===== src/smsq_pkg.sv =====
// Shared types, constants and the coil phase table of the stepper move sequencer.
`timescale 1ns / 1ps

package smsq_pkg;

   // Field widths fixed by the command and result formats.
   localparam int AmountWidth   = 24;
   localparam int IntervalWidth = 16;
   localparam int SprWidth      = 16;
   localparam int CoilWidth     = 4;
   localparam int PhaseWidth    = 3;
   localparam int StepsWidth    = 34;

   // Degree conversion splits steps_per_rev into quotient and remainder by 360.
   localparam int DegPerRev     = 360;
   localparam int SprQuotWidth  = 8;   // steps_per_rev / 360 is at most 182
   localparam int SprRemWidth   = 9;   // steps_per_rev % 360 is at most 359
   localparam int ProdQWidth    = AmountWidth + SprQuotWidth;
   localparam int ProdRWidth    = AmountWidth + SprRemWidth;
   localparam int DegCountWidth = 33;

   // Reciprocal of 45 for the remainder part: floor(n / 45) = (n * RECIP_45) >> 36
   // for every n below 2**30 (the remainder product is first shifted right by 3).
   localparam int                 Recip45Shift = 36;
   localparam logic [30:0]        RECIP_45     = 31'd1527099484;
   // Reciprocal of 45 for the configuration split, exact for n below 2**13.
   localparam int                 CfgRecipShift = 19;
   localparam logic [14:0]        CFG_RECIP_45  = 15'd11651;

   localparam logic [SprWidth-1:0] SPR_RESET     = 16'd200;
   localparam logic [SprRemWidth-1:0] SPR_REM_RESET = 9'd200;

   // Item kinds.
   localparam logic ACTION_MOVE = 1'b0;
   localparam logic ACTION_TICK = 1'b1;

   // Phase advance per step.
   localparam logic [PhaseWidth-1:0] DELTA_FULL = 3'd2;
   localparam logic [PhaseWidth-1:0] DELTA_HALF = 3'd1;

   typedef struct packed {
      logic                     action;
      logic [AmountWidth-1:0]   amount;
      logic                     in_degrees;
      logic                     counter_clockwise;
      logic                     half_mode;
      logic [IntervalWidth-1:0] interval;
   } req_type;

   typedef struct packed {
      logic [CoilWidth-1:0] coils;
      logic                 stepped;
      logic                 busy_res;
      logic                 accepted;
   } rsp_type;

   // Contents of the input stage handed to the sequencing core.
   typedef struct packed {
      logic                     valid;
      req_type                  req;
      logic [ProdQWidth-1:0]    prod_q;
      logic [ProdRWidth-1:0]    prod_r;
   } stage_type;

   // Scale factors derived from steps_per_rev.
   typedef struct packed {
      logic [SprQuotWidth-1:0] quot;
      logic [SprRemWidth-1:0]  rem;
   } scale_type;

   // Half-step coil drive sequence.
   function automatic logic [CoilWidth-1:0] coil_pattern(input logic [PhaseWidth-1:0] idx);
      logic [CoilWidth-1:0] pattern;
      unique case (idx)
         3'd0: pattern = 4'h4;
         3'd1: pattern = 4'h6;
         3'd2: pattern = 4'h2;
         3'd3: pattern = 4'h3;
         3'd4: pattern = 4'h1;
         3'd5: pattern = 4'h9;
         3'd6: pattern = 4'h8;
         3'd7: pattern = 4'hC;
         default: pattern = 4'h4;
      endcase
      return pattern;
   endfunction

endpackage


===== src/stepper_move_sequencer.sv =====
// Top level of the stepper move sequencer: four-coil half-step drive with move commands.
`timescale 1ns / 1ps

// The sequencer drives four stepper coils from an eight-entry half-step phase table. Each
// request transfer is either a move command or one time tick, and each produces exactly one
// response transfer carrying the coil pattern after the item, whether it stepped, whether the
// motor is still busy, and whether a move command was taken. A move command is taken only
// while idle; degree moves are converted with the steps_per_rev register, which may be written
// only while the block is idle. One item is accepted per clock cycle while the pipeline is
// not stalled: an item is held in the input register, where the degree conversion products
// are formed, and is resolved against the motion state as it is loaded into the response
// register. The rate is set by the update of the motion state that each item needs from its
// predecessor. The response register lets a new request transfer happen while a finished
// response still waits on rsp_stall.

module stepper_move_sequencer import smsq_pkg::*; (
   input  logic                clock,
   input  logic                reset,
   input  logic                req_valid,
   output logic                req_stall,
   input  req_type             req_payload,
   output logic                rsp_valid,
   input  logic                rsp_stall,
   output rsp_type             rsp_payload,
   input  logic                csr_wr_en,
   input  logic [SprWidth-1:0] csr_wr_data
);

   scale_type scale;
   stage_type stage;
   logic      core_ready;

   // steps_per_rev is kept as its quotient and remainder by 360.
   smsq_cfg u_cfg (
      .clock       (clock),
      .reset       (reset),
      .csr_wr_en   (csr_wr_en),
      .csr_wr_data (csr_wr_data),
      .scale       (scale)
   );

   // Input register with the degree partial products.
   smsq_front u_front (
      .clock       (clock),
      .reset       (reset),
      .req_valid   (req_valid),
      .req_stall   (req_stall),
      .req_payload (req_payload),
      .scale       (scale),
      .core_ready  (core_ready),
      .stage       (stage)
   );

   // Motion state and response register.
   smsq_core u_core (
      .clock       (clock),
      .reset       (reset),
      .stage       (stage),
      .core_ready  (core_ready),
      .rsp_valid   (rsp_valid),
      .rsp_stall   (rsp_stall),
      .rsp_payload (rsp_payload)
   );

   // Every step reloads a wait of at least one tick, so a stepping response is busy.
   assert property (@(posedge clock) disable iff (reset)
      rsp_valid && rsp_payload.stepped |-> rsp_payload.busy_res)
      else $error("stepping response not marked busy");

   // A taken command that did not step had a zero count and leaves the motor idle.
   assert property (@(posedge clock) disable iff (reset)
      rsp_valid && rsp_payload.accepted && !rsp_payload.stepped |-> !rsp_payload.busy_res)
      else $error("zero-count move left the motor busy");

   // The request side stalls only while an item occupies the input register.
   assert property (@(posedge clock) disable iff (reset)
      req_stall |-> stage.valid && rsp_valid)
      else $error("request stalled with room in the pipeline");

   // An item in the input register reaches the response register unless the output stalls.
   assert property (@(posedge clock) disable iff (reset)
      stage.valid && !rsp_stall |=> rsp_valid)
      else $error("input item not moved to the response register");

endmodule


===== src/smsq_cfg.sv =====
// Configuration register: holds steps_per_rev as its quotient and remainder by 360.
`timescale 1ns / 1ps

module smsq_cfg import smsq_pkg::*; (
   input  logic                clock,
   input  logic                reset,
   input  logic                csr_wr_en,
   input  logic [SprWidth-1:0] csr_wr_data,
   output scale_type           scale
);

   logic [SprQuotWidth-1:0] quot_ff, quot_in;
   logic [SprRemWidth-1:0]  rem_ff, rem_in;
   logic [27:0]             recip_prod;
   logic [SprWidth:0]       quot_times_360;
   logic [SprWidth:0]       rem_wide;

   always_comb begin
      // Divide by 8 first, then by 45 through the reciprocal.
      recip_prod     = 28'(csr_wr_data[SprWidth-1:3]) * 28'(CFG_RECIP_45);
      quot_in        = recip_prod[CfgRecipShift+SprQuotWidth-1:CfgRecipShift];
      quot_times_360 = ((SprWidth+1)'(quot_in) << 8) + ((SprWidth+1)'(quot_in) << 6)
                     + ((SprWidth+1)'(quot_in) << 5) + ((SprWidth+1)'(quot_in) << 3);
      rem_wide       = (SprWidth+1)'(csr_wr_data) - quot_times_360;
      rem_in         = rem_wide[SprRemWidth-1:0];
   end

   always_ff @(posedge clock) begin
      if (reset) begin
         quot_ff <= '0;
         rem_ff  <= SPR_REM_RESET;
      end else if (csr_wr_en) begin
         quot_ff <= quot_in;
         rem_ff  <= rem_in;
      end
   end

   assign scale.quot = quot_ff;
   assign scale.rem  = rem_ff;

endmodule


===== src/smsq_front.sv =====
// Input stage: registers the command and the two partial products of the degree conversion.
`timescale 1ns / 1ps

module smsq_front import smsq_pkg::*; (
   input  logic      clock,
   input  logic      reset,
   input  logic      req_valid,
   output logic      req_stall,
   input  req_type   req_payload,
   input  scale_type scale,
   input  logic      core_ready,
   output stage_type stage
);

   logic                  valid_ff, valid_in;
   req_type               req_ff;
   logic [ProdQWidth-1:0] prod_q_ff;
   logic [ProdRWidth-1:0] prod_r_ff;
   logic                  load;

   assign req_stall = valid_ff & ~core_ready;
   assign load      = req_valid & ~req_stall;

   always_comb begin
      valid_in = valid_ff;
      if (load) begin
         valid_in = 1'b1;
      end else if (core_ready) begin
         valid_in = 1'b0;
      end
   end

   always_ff @(posedge clock) begin
      if (reset) begin
         valid_ff <= 1'b0;
      end else begin
         valid_ff <= valid_in;
      end
   end

   always_ff @(posedge clock) begin
      if (load) begin
         req_ff    <= req_payload;
         prod_q_ff <= ProdQWidth'(req_payload.amount) * ProdQWidth'(scale.quot);
         prod_r_ff <= ProdRWidth'(req_payload.amount) * ProdRWidth'(scale.rem);
      end
   end

   assign stage.valid  = valid_ff;
   assign stage.req    = req_ff;
   assign stage.prod_q = prod_q_ff;
   assign stage.prod_r = prod_r_ff;

endmodule


===== src/smsq_core.sv =====
// Sequencing core: motion state, step decision and the result register.
`timescale 1ns / 1ps

module smsq_core import smsq_pkg::*; (
   input  logic      clock,
   input  logic      reset,
   input  stage_type stage,
   output logic      core_ready,
   output logic      rsp_valid,
   input  logic      rsp_stall,
   output rsp_type   rsp_payload
);

   logic [PhaseWidth-1:0]    phase_ff, phase_in;
   logic [StepsWidth-1:0]    steps_ff, steps_in;
   logic [IntervalWidth-1:0] wait_ff, wait_in;
   logic [IntervalWidth-1:0] hold_ff, hold_in;
   logic [PhaseWidth-1:0]    delta_ff, delta_in;
   logic                     rsp_valid_ff, rsp_valid_in;
   rsp_type                  rsp_ff, rsp_in;

   logic                     go;
   logic                     idle;
   logic [60:0]              quo_prod;
   logic [24:0]              rem_quot;
   logic [DegCountWidth-1:0] deg_count;
   logic [DegCountWidth-1:0] base_count;
   logic [StepsWidth-1:0]    move_count;
   logic [PhaseWidth-1:0]    move_delta;
   logic [IntervalWidth-1:0] move_hold;
   logic [IntervalWidth-1:0] tick_wait;

   assign core_ready = ~rsp_valid_ff | ~rsp_stall;
   assign go         = stage.valid & core_ready;

   always_comb begin
      // Degree count: amount * quot + floor(amount * rem / 360).
      quo_prod   = 61'(stage.prod_r[ProdRWidth-1:3]) * 61'(RECIP_45);
      rem_quot   = quo_prod[Recip45Shift+24:Recip45Shift];
      deg_count  = DegCountWidth'(stage.prod_q) + DegCountWidth'(rem_quot);
      base_count = stage.req.in_degrees ? deg_count : DegCountWidth'(stage.req.amount);
      move_count = stage.req.half_mode ? {base_count, 1'b0} : {1'b0, base_count};
      move_delta = stage.req.half_mode ? DELTA_HALF : DELTA_FULL;
      if (stage.req.counter_clockwise) begin
         move_delta = 3'd0 - move_delta;
      end
      move_hold  = (stage.req.interval == '0) ? IntervalWidth'(1) : stage.req.interval;
      tick_wait  = (wait_ff != '0) ? wait_ff - IntervalWidth'(1) : wait_ff;
      idle       = (steps_ff == '0) && (wait_ff == '0);

      phase_in = phase_ff;
      steps_in = steps_ff;
      wait_in  = wait_ff;
      hold_in  = hold_ff;
      delta_in = delta_ff;
      rsp_in   = '0;

      unique case (stage.req.action)
         ACTION_MOVE: begin
            if (idle) begin
               rsp_in.accepted = 1'b1;
               delta_in        = move_delta;
               hold_in         = move_hold;
               steps_in        = move_count;
               if (move_count != '0) begin
                  phase_in       = phase_ff + move_delta;
                  steps_in       = move_count - StepsWidth'(1);
                  wait_in        = move_hold;
                  rsp_in.stepped = 1'b1;
               end
            end
         end
         ACTION_TICK: begin
            wait_in = tick_wait;
            if (tick_wait == '0 && steps_ff != '0) begin
               phase_in       = phase_ff + delta_ff;
               steps_in       = steps_ff - StepsWidth'(1);
               wait_in        = hold_ff;
               rsp_in.stepped = 1'b1;
            end
         end
         default: begin
            rsp_in.accepted = 1'b0;
         end
      endcase

      rsp_in.coils    = coil_pattern(phase_in);
      rsp_in.busy_res = (steps_in != '0) || (wait_in != '0);

      rsp_valid_in = rsp_valid_ff;
      if (go) begin
         rsp_valid_in = 1'b1;
      end else if (~rsp_stall) begin
         rsp_valid_in = 1'b0;
      end
   end

   always_ff @(posedge clock) begin
      if (reset) begin
         phase_ff     <= '0;
         steps_ff     <= '0;
         wait_ff      <= '0;
         hold_ff      <= '0;
         delta_ff     <= '0;
         rsp_valid_ff <= 1'b0;
      end else begin
         rsp_valid_ff <= rsp_valid_in;
         if (go) begin
            phase_ff <= phase_in;
            steps_ff <= steps_in;
            wait_ff  <= wait_in;
            hold_ff  <= hold_in;
            delta_ff <= delta_in;
         end
      end
   end

   always_ff @(posedge clock) begin
      if (go) begin
         rsp_ff <= rsp_in;
      end
   end

   assign rsp_valid   = rsp_valid_ff;
   assign rsp_payload = rsp_ff;

endmodule

===== config.mk =====
export PLATFORM = sky130hd
export DESIGN_NAME = stepper_move_sequencer
export DESIGN_NICKNAME = d
export VERILOG_FILES = /design/src/smsq_pkg.sv /design/src/stepper_move_sequencer.sv /design/src/smsq_cfg.sv /design/src/smsq_front.sv /design/src/smsq_core.sv
export SDC_FILE = /design/constraint.sdc
export NUM_CORES = 2
export LEC_CHECK = 0
export BUFFER_PORTS_ARGS = -buffer_cell sky130_fd_sc_hd__buf_2
export CORE_MARGIN = 2
export CORE_UTILIZATION = 45
export CTS_CLUSTER_DIAMETER = 150
export DETAILED_ROUTE_END_ITERATION = 8
export PLACE_DENSITY = 0.63
export SETUP_SLACK_MARGIN = 0.3
export SYNTH_ARGS = -nofsm -noshare
export SYNTH_HDL_FRONTEND = slang
export SYNTH_SLANG_ARGS = --single-unit
export TNS_END_PERCENT = 100

===== constraint.sdc =====
create_clock -name clock -period 28.2 [get_ports clock]
set_clock_uncertainty 0.15 [all_clocks]
set_input_delay 1.41 -clock clock [delete_from_list [all_inputs] [get_ports clock]]
set_output_delay 1.41 -clock clock [all_outputs]
set_load 0.02 [all_outputs]

==> summary.md <==
| Metric | Value |
|---|---|
| Outcome | completed |
| Sequential area share after synthesis | 0.1273 |
| Worst-Skew Late Latency | slightly below 600 ps |
| Critical path class | reg2reg |
| # Post-CTS Setup Buffers | 0 |
| CP endpoint kind | flop |
| Ys async rst share | 0 |
| Nets | 5,765 |
| Global route overflow | 0 |
| Hold WS | ~300 ps |
| Die ar. | approximately 0.093 mm2 |
| Commonest cells after routing, fill and taps aside | 897 x inv_1, 625 x fa_1, 566 x ha_1, 495 x nand2_1, 218 x nor2_1 |
| Synth Warn # | 0 |
| DP Wirelength | slightly above 90,000 um |
| Slew headroom | 0.2118 |
| Routed WL per cell | between 15 and 20 um |
| Yosys reg bits | roughly 200 |
| WL final | 113,500 um |
| Fillcell total | around 8,600 |
| Top Metal Used | met5 |
| # port buffers | 73 |
| Gpl congestion | 0.9943 |
| Ports | between 70 and 80 |
| Final worst-path cycle share | 0.4858 |
| Multi-input logic area | 0.03180 mm2 |
| Fin. Hold Viols | 0 |
| Crit path buffers/inverters | 3 |
| Most common cell after layout, fill and taps aside | inv_1 |
| RSZ-0062 raised after global routing | no |
| Hold_buf cts | 0 |
| Crit path launch type | flop |
| Mapped Area | roughly 0.041 mm2 |
| First-pass GRT wire length | between 150,000 and 200,000 um |
| Clock sinks | about 200 |
| CTS Buffer Depth | 3 |
| Met2 wire len | 49,870 um |
| Initial antenna violation count | 5 |
| Worst path top cell family by delay | compound AO/OA/AOI/OAI gates |
| Layout area overhead | 5.945% |
| Required @ worst endpoint | ~28,000 ps |
| Initial drt markers | about 2,500 |
| Total negative slack | 0 ps |
| First-pass DRT Iterations | 8 |
| Cells after Synth | roughly 4,500 |
| Min cycle time layout | 13,700 ps |
| Final setup vio count | 0 |
| Synth Area per Inst | a little over 9 um2 |
| Number of global-route vias before repair | about 32,000 |
| Initial core utilization | 0.4545 |
| Core area | roughly 0.090 mm2 |
| CP Data Arrival Time | between 10,000 and 15,000 ps |
| Post-DR vias/cell | 5.496 |
| Crit Path Max Fanout | 10 |
| Pin count of the biggest net entering global routing | 81 |
| H-tree lvl count | 1 |
| Cts repair resizes | 0 |
| Slowest stage cell, crit path | o31ai_1 |
| Syn nets | about 5,800 |
| Dominant synthesized flop cell | edfxtp_1 |
| CTS buffer count | 27 |
| CTS tree | built |
| Slowest stage delay, CP | just over 700 ps |
| Clk slew on worst S/H paths | 60 ps |
| Max Cap Viol | 0 |
| Worst-Margin Slew | roughly 1200 ps |
| Met1 wire length | between 50,000 and 60,000 um |
| Post-DRT Antenna Nets | 0 |
| EDFF count, synth | roughly 110 |
| Gr usage total | 0.2462 |
| Final Slew Violations | 0 |
| Root Driver | clkbuf_16 |
| Netlist cell types | between 100 and 150 |
| Vias | 31,362 |
| Fmax | between 70 and 80 MHz |
| Register area | 0.005215 mm2 |
| Worst Hold Class | reg2reg |
| Row count | 110 |
| Die height | around 310 um |
| DR DRC count | 0 |
| Diodes inserted | 0 |
| Horiz. Die Dim | slightly above 300 um |
| Met3 Wirelength | 8157 um |
| Share of layout cells above drive strength 1 | 0.05077 |
## Yosys cell counts (all sizes together), types with 32 or more instances
cell type  instances  area (um2)
inv              898        3371
a211oi            34       282.8
o21ai            105       529.3
nor3              75       396.6
xnor2            101       884.6
and2             181        1132
a21oi            200        1001
ha               566        7082
fa               625       12510
nor2             219       829.5
a21o              41       307.8
and3              32       200.2
nand2            496        1862
xor2              61       534.3
edfxtp           113        3393
clkbuf           125       469.2
dfxtp             91        1822
a31oi             32       221.5
nand3             58       307.8
## kinds of logic after synthesis
logic type | share of synthesized area
fa+ha+maj | 0.4782
buf+inv | 0.09689
xor+xnor | 0.03463
flops | 0.1273
mux | 0.009893
simple gates | 0.1524
compound gates | 0.1007
## registers in the layout (all words and copies together), names as in the netlist
register	count
u_cfg.quot_ff	8
u_cfg.rem_ff	9
u_core.delta_ff	3
u_core.hold_ff	16
u_core.phase_ff	3
u_core.rsp_payload	7
u_core.rsp_valid	1
u_core.steps_ff	34
u_core.wait_ff	16
u_front.prod_q_ff	32
u_front.prod_r_ff	30
u_front.stage	44
u_front.valid_ff	1
## stage by stage
stage               utilization  cell area [um2]  setup slack (ps)  instances
floorplan                     -            40980             16650       4525
global placement         0.4710            42460             14960       5656
detailed placement       0.4710            42460             14740       5656
CTS                      0.4816            43410             14710       5706
global route             0.4816            43410             13790       5706
finish                   0.4816            43410             14500       5706
## layout make-up
| cell class | count | area share |
|---|---|---|
| Tap cell | 1176 | 0.03389 |
| Multi-Input combinational cell | 3273 | 0.7325 |
| Clock inverter | 16 | 0.003747 |
| Inverter | 898 | 0.07765 |
| Timing Repair Buffer | 105 | 0.01395 |
| Sequential cell | 204 | 0.1201 |
| Clock buffer | 34 | 0.01810 |
## worst paths after layout
path                                end  slack [ps]                 start  cells after the start
hold reg to reg       u_core.hold_ff[1]         300     u_core.hold_ff[1]                      2
hold / removal        u_core.hold_ff[1]         300     u_core.hold_ff[1]                      2
setup reg to reg  u_core.rsp_payload[1]       14500  u_front.prod_r_ff[7]                     41
setup / recovery  u_core.rsp_payload[1]       14500  u_front.prod_r_ff[7]                     41
## worst min-delay path, stage by stage, from the launching register on
cell and delay (ps):
dfxtp_1 310, nand2_1 50, a21oi_1 50
## layer usage
layer | vias up | GRT usage
li1 | 14650 | -
met1 | 15578 | 0.3714
met2 | 1025 | 0.3842
met3 | 105 | 0.02946
met4 | 4 | 0.03918
met5 | - | 0
Power is left out: the tool's default activity adds up to more than one toggle a clock period on the data nets, which glitch-free logic cannot reach.
